==> src/hdl/c8fc_pkg.sv <==
// shared constants, status codes and the crc-8 byte update for the frame checker
// no dependencies; used by every module under hdl
`timescale 1ns / 1ps

package c8fc_pkg;

    localparam int FRAME_BYTES   = 32;
    localparam int PAYLOAD_BYTES = FRAME_BYTES - 6;
    localparam int POS_W         = $clog2(FRAME_BYTES);
    localparam int IDX_W         = $clog2(PAYLOAD_BYTES);

    localparam logic [7:0] CRC_INIT = 8'hFF;
    localparam logic [7:0] CRC_POLY = 8'h07;

    // result status codes
    localparam logic [2:0] ST_OK        = 3'd0;
    localparam logic [2:0] ST_BAD_START = 3'd1;
    localparam logic [2:0] ST_BAD_TYPE  = 3'd2;
    localparam logic [2:0] ST_BAD_END   = 3'd3;
    localparam logic [2:0] ST_BAD_CRC   = 3'd4;

    // configuration register indexes
    localparam logic [2:0] REG_START = 3'd0;
    localparam logic [2:0] REG_END   = 3'd1;
    localparam logic [2:0] REG_LEFT  = 3'd2;
    localparam logic [2:0] REG_RIGHT = 3'd3;

    typedef logic [7:0] byte_t;

    // failure flags gathered over one frame
    typedef struct packed {
        logic crc_bad;
        logic end_bad;
        logic type_bad;
        logic start_bad;
    } fail_t;

    // msb-first crc-8 update over one byte
    function automatic byte_t crc8_feed(input byte_t acc, input byte_t b);
        byte_t c;
        c = acc ^ b;
        for (int k = 0; k < 8; k++) begin
            if (c[7]) begin
                c = {c[6:0], 1'b0} ^ CRC_POLY;
            end else begin
                c = {c[6:0], 1'b0};
            end
        end
        return c;
    endfunction

endpackage

==> src/hdl/c8fc_cell.sv <==
// one byte cell of the payload shift chain
// depends on c8fc_pkg
`timescale 1ns / 1ps

module c8fc_cell (
    input  logic            aclk,
    input  logic            shift_en,
    input  c8fc_pkg::byte_t din,
    output c8fc_pkg::byte_t dout
);

    c8fc_pkg::byte_t data_reg;

    always_ff @(posedge aclk) begin
        if (shift_en) begin
            data_reg <= din;
        end
    end

    assign dout = data_reg;

endmodule

==> src/hdl/c8fc_chain.sv <==
// row of byte cells holding the payload, fed at the tail and read at the head
// depends on c8fc_pkg and c8fc_cell
`timescale 1ns / 1ps

module c8fc_chain (
    input  logic            aclk,
    input  logic            shift_en,
    input  c8fc_pkg::byte_t din,
    output c8fc_pkg::byte_t head
);

    c8fc_pkg::byte_t q [c8fc_pkg::PAYLOAD_BYTES];

    for (genvar i = 0; i < c8fc_pkg::PAYLOAD_BYTES; i++) begin : g_cell
        c8fc_pkg::byte_t cell_in;
        if (i == c8fc_pkg::PAYLOAD_BYTES - 1) begin : g_tail
            assign cell_in = din;
        end else begin : g_mid
            assign cell_in = q[i + 1];
        end
        c8fc_cell u_cell (
            .aclk     (aclk),
            .shift_en (shift_en),
            .din      (cell_in),
            .dout     (q[i])
        );
    end

    assign head = q[0];

endmodule

==> config.mk <==
export PLATFORM = sky130hd
export DESIGN_NAME = c8fc_chain
export DESIGN_NICKNAME = d
export VERILOG_FILES = /design/src/hdl/c8fc_pkg.sv /design/src/hdl/c8fc_cell.sv /design/src/hdl/c8fc_chain.sv
export SDC_FILE = /design/constraint.sdc
export NUM_CORES = 1
export LEC_CHECK = 0
export ABC_AREA = 1
export BUFFER_PORTS_ARGS = -buffer_cell sky130_fd_sc_hd__buf_2
export CORE_ASPECT_RATIO = 0.9
export CORE_MARGIN = 4
export CORE_UTILIZATION = 34
export CTS_CLUSTER_DIAMETER = 60
export DETAILED_ROUTE_END_ITERATION = 10
export SLEW_MARGIN = 0
export SYNTH_ARGS = -nofsm -noshare
export SYNTH_HDL_FRONTEND = slang
export SYNTH_SLANG_ARGS = --single-unit
==> constraint.sdc <==
create_clock -name aclk -period 1.7 [get_ports aclk]
set_input_delay 0.255 -clock aclk [delete_from_list [all_inputs] [get_ports aclk]]
set_output_delay 0.255 -clock aclk [all_outputs]
set_load 0.1 [all_outputs]
# Word level (Yosys, flattened, before mapping)
# Index checks and enable logic that the tools add are counted.
[totals] regBits=208 inputBits=10 out_inout_bits=8 word_cells=26

# Depth between registers and ports, before layout
[logic_depth] ltp_word=0 mapped_depth=0 depth_no_buf=0

# Cells and area by module
# From an unflattened synthesis, not the netlist that was laid out.
[hier_totals] cells_unflattened=208 area_unflattened_um2=6246.0
[by_module_without_submodules] module="c8fc_cell" instances=26 cells_per_inst=8 area_each_um2=240.2 seq_area_each_um2=240.2

# Least setup slack after synthesis
# No wires, ideal clock.
[synth_timing] path_kind="register to output" start="register g_cell[0].u_cell.data_reg[0]" end="output port head[0]" arrival_time_ns=0.904 required_ns=1.445 path_slack_ns=0.541 stages_incl_launch_ff=1 path_buffers=0 path_cell_list="edfxtp_1"
[synth_lines] item="start: declaration" line_no="c8fc_cell.sv:12" text="c8fc_pkg::byte_t data_reg;"
[synth_lines] item="start signal: assignment" line_no="c8fc_cell.sv:16" text="data_reg <= din;"
[synth_lines] item="end: declaration" line_no="c8fc_chain.sv:9" text="output c8fc_pkg::byte_t head"
# No word-level cell between the ends.

# Worst setup path in the final report
[layout_timing] start="register g_cell[0].u_cell.data_reg[4]" end="output port head[4]"
# No word-level cell between the ends.

==> summary.md <==
| Metric | Value |
|---|---|
| Status | `finished clean` |
| Top Family by Delay on Critical Path | `buffers and inverters` |
| Top Ports | `18` |
| Max stage delay on crit path | `0.42 ns` |
| R2R depth | `0` |
| # fillers | `1563` |
| Routability cong. | `0.572` |
| Yosys reg bits | `208` |
| Cell Area, Synth | `0.00625 mm2` |
| Drt first pass iters | `3` |
| CTS max path bufs | `3` |
| Avg WL per Cell | `12.0 um` |
| Clock Latency Late Sink | `0.47 ns` |
| Fmax | `685 MHz` |
| Die width | `151 um` |
| Largest net degree at the start of global routing | `53` |
| Row count | `46` |
| Max_cap viols | `0` |
| Syn nets | `218` |
| Synth cell types | `1` |
| Total wire length | `6.08 mm` |
| Kind of critical path | `flip-flop to primary output` |
| Worst Setup End Kind | `primary output` |
| Leakage power | `2.43 nW` |
| Final core occ | `0.411` |
| Area of the multi-input gates | `0 um2` |
| Proportion of layout cells with a drive suffix above 1 | `0.161` |
| Max reg flops | `208` |
| Fin nets | `268` |
| Clock Skew | `0.0157 ns` |
| Overall power | `9.92 mW` |
| WHS Path Cells | `1` |
| Worst-path cell chain | `buf_2` |
| Critical Path Stages | `1` |
| DR DRC count | `0` |
| Critical path buffers and inverters | `1` |
| Worst min-delay path class | `input pin to flip-flop` |
| Slowest stage cell on the critical path | `buf_2` |
| Worst VDD drop | `0.583 mV` |
| DP HPWL | `2.84 mm` |
| Total Neg Setup Slack | `0 ns` |
| H-tree depth | `1` |
| Max FO, Critical Path | `1` |
| #MultiIn Comb | `0` |
| Clk sink count | `208` |
| Die Y | `137 um` |
| Initial antenna violation count | `0` |
| First-pass GRT wire length | `10.2 mm` |
| Critical path arrival | `1.21 ns` |
| Least-Margin Pin Slew | `0.486 ns` |
| Reg2Reg Capture Point | `g_cell[13].u_cell.dout[7]` |
| Final Setup Violations | `0` |
| Worst Setup Slack, final | `0.240 ns` |
| Slew Limit Fails | `0` |
| Avg Synthesized Cell Area | `30.0 um2` |
| Die area | `0.0206 mm2` |
| Sequential fraction of the synthesis area | `1.00` |
| Gr ovfl total | `0` |
| RSZ-0062 raised after global routing | `false` |
| N_diodes | `0` |
| CP Launch Point | `g_cell[0].u_cell.dout[4]` |
| Min cycle time layout | `1.46 ns` |
| I/O Buffers | `17` |
| Gate Count Post-Synth | `208` |
| Critical path endpoint | `head[4]` |
| Clock root buffer | `clkbuf_16` |
| Antenna viol nets, final | `0` |
| YS warnings | `0` |
| Vias per inst | `4.03` |
| CTS buffer count | `19` |
| Flop-to-flop setup slack | `1.00 ns` |
| Iteration-0 DRC Markers | `137` |
| Total Routing Usage GR | `0.0609` |
| Initial cell density of the core | `0.350` |
| Final hold violations | `0` |
| Vias in the first global route | `2009` |
| Pre-CTS WS | `0.486 ns` |
| Required @ worst endpoint | `1.44 ns` |
| Vias | `2044` |
| Startpoint type of the worst setup path | `flip-flop` |
| Slew margin rel. | `0.678` |
| FF-to-FF Start | `g_cell[14].u_cell.dout[7]` |
| Syn-to-layout area delta | `17.3%` |
| CTS tree | `done` |
| Period utilization | `0.859` |
| CTS clk-pin slew, worst paths | `0.06 ns` |
| Core area | `0.0178 mm2` |
| Power Density | `1350 mW/mm2` |
| # Post-CTS Setup Buffers | `0` |
metal layers:
layer  routed length [um]  share of wire  track usage
met1                 3060           0.50       0.0927
met5                    0              0            0
met3                  357          0.059       0.0252
met2                 2500           0.41       0.0766
met4                  153          0.025       0.0242
power breakdown:
group          internal (mW)  total [mW]  leakage, nW  switching (mW)
clock network           2.05        3.66        0.257            1.61
logic                 0.0462       0.219        0.141           0.173
registers               5.98        6.04         2.04          0.0670
final cells by class:
cell class,instances,area [um2],share of cell area
sequential,208,6250,0.853
tap,240,300,0.0410
clock buffer,25,498,0.0680
clock inverter,5,26.3,0.00359
timing repair buffer,29,254,0.0347
cells by family (layout without fill, tap and decap cells):
logic type,after synthesis,in the layout,synth area share
DFF,208,208,1.00
buffers and inverters,0,59,0
repair_timing:
item | CTS | global route
gates resized for setup | 0 | 0
endpoints found under the hold margin | 8 | 0
hold buffers | 8 | 0
cell usage in the layout (no fill, tap or decap):
master / instances
edfxtp_1: 208
inv_6: 1
buf_2: 16
clkinv_1: 2
clkinv_2: 2
clkbuf_8: 1
dlygate4sd3_1: 8
buf_12: 4
clkbuf_1: 6
clkbuf_16: 19
Yosys cell counts:
master,count,area (um2)
edfxtp_1,208,6250
metrics by stage:
step                      hold slack [ns]  instances  area (um2)
after global placement              0.402        469        6720
after floorplan                     0.354        208        6250
final                               0.228        507        7320
after detailed placement            0.405        469        6720
after global routing                0.218        507        7320
after CTS                           0.213        507        7320
how the worst min path moves through the flow:
stage                                    startpoint                         to  slack, ns
after floorplan                              din[0]  g_cell[25].u_cell.dout[0]       0.35
after global placement    g_cell[14].u_cell.dout[3]  g_cell[13].u_cell.dout[3]       0.40
final                                      shift_en  g_cell[21].u_cell.dout[0]       0.23
after CTS                                  shift_en  g_cell[21].u_cell.dout[0]       0.21
after detailed placement  g_cell[11].u_cell.dout[6]  g_cell[10].u_cell.dout[6]       0.40
after global routing                       shift_en  g_cell[21].u_cell.dout[0]       0.22
Note: power is estimated with default switching activity, not from simulation.
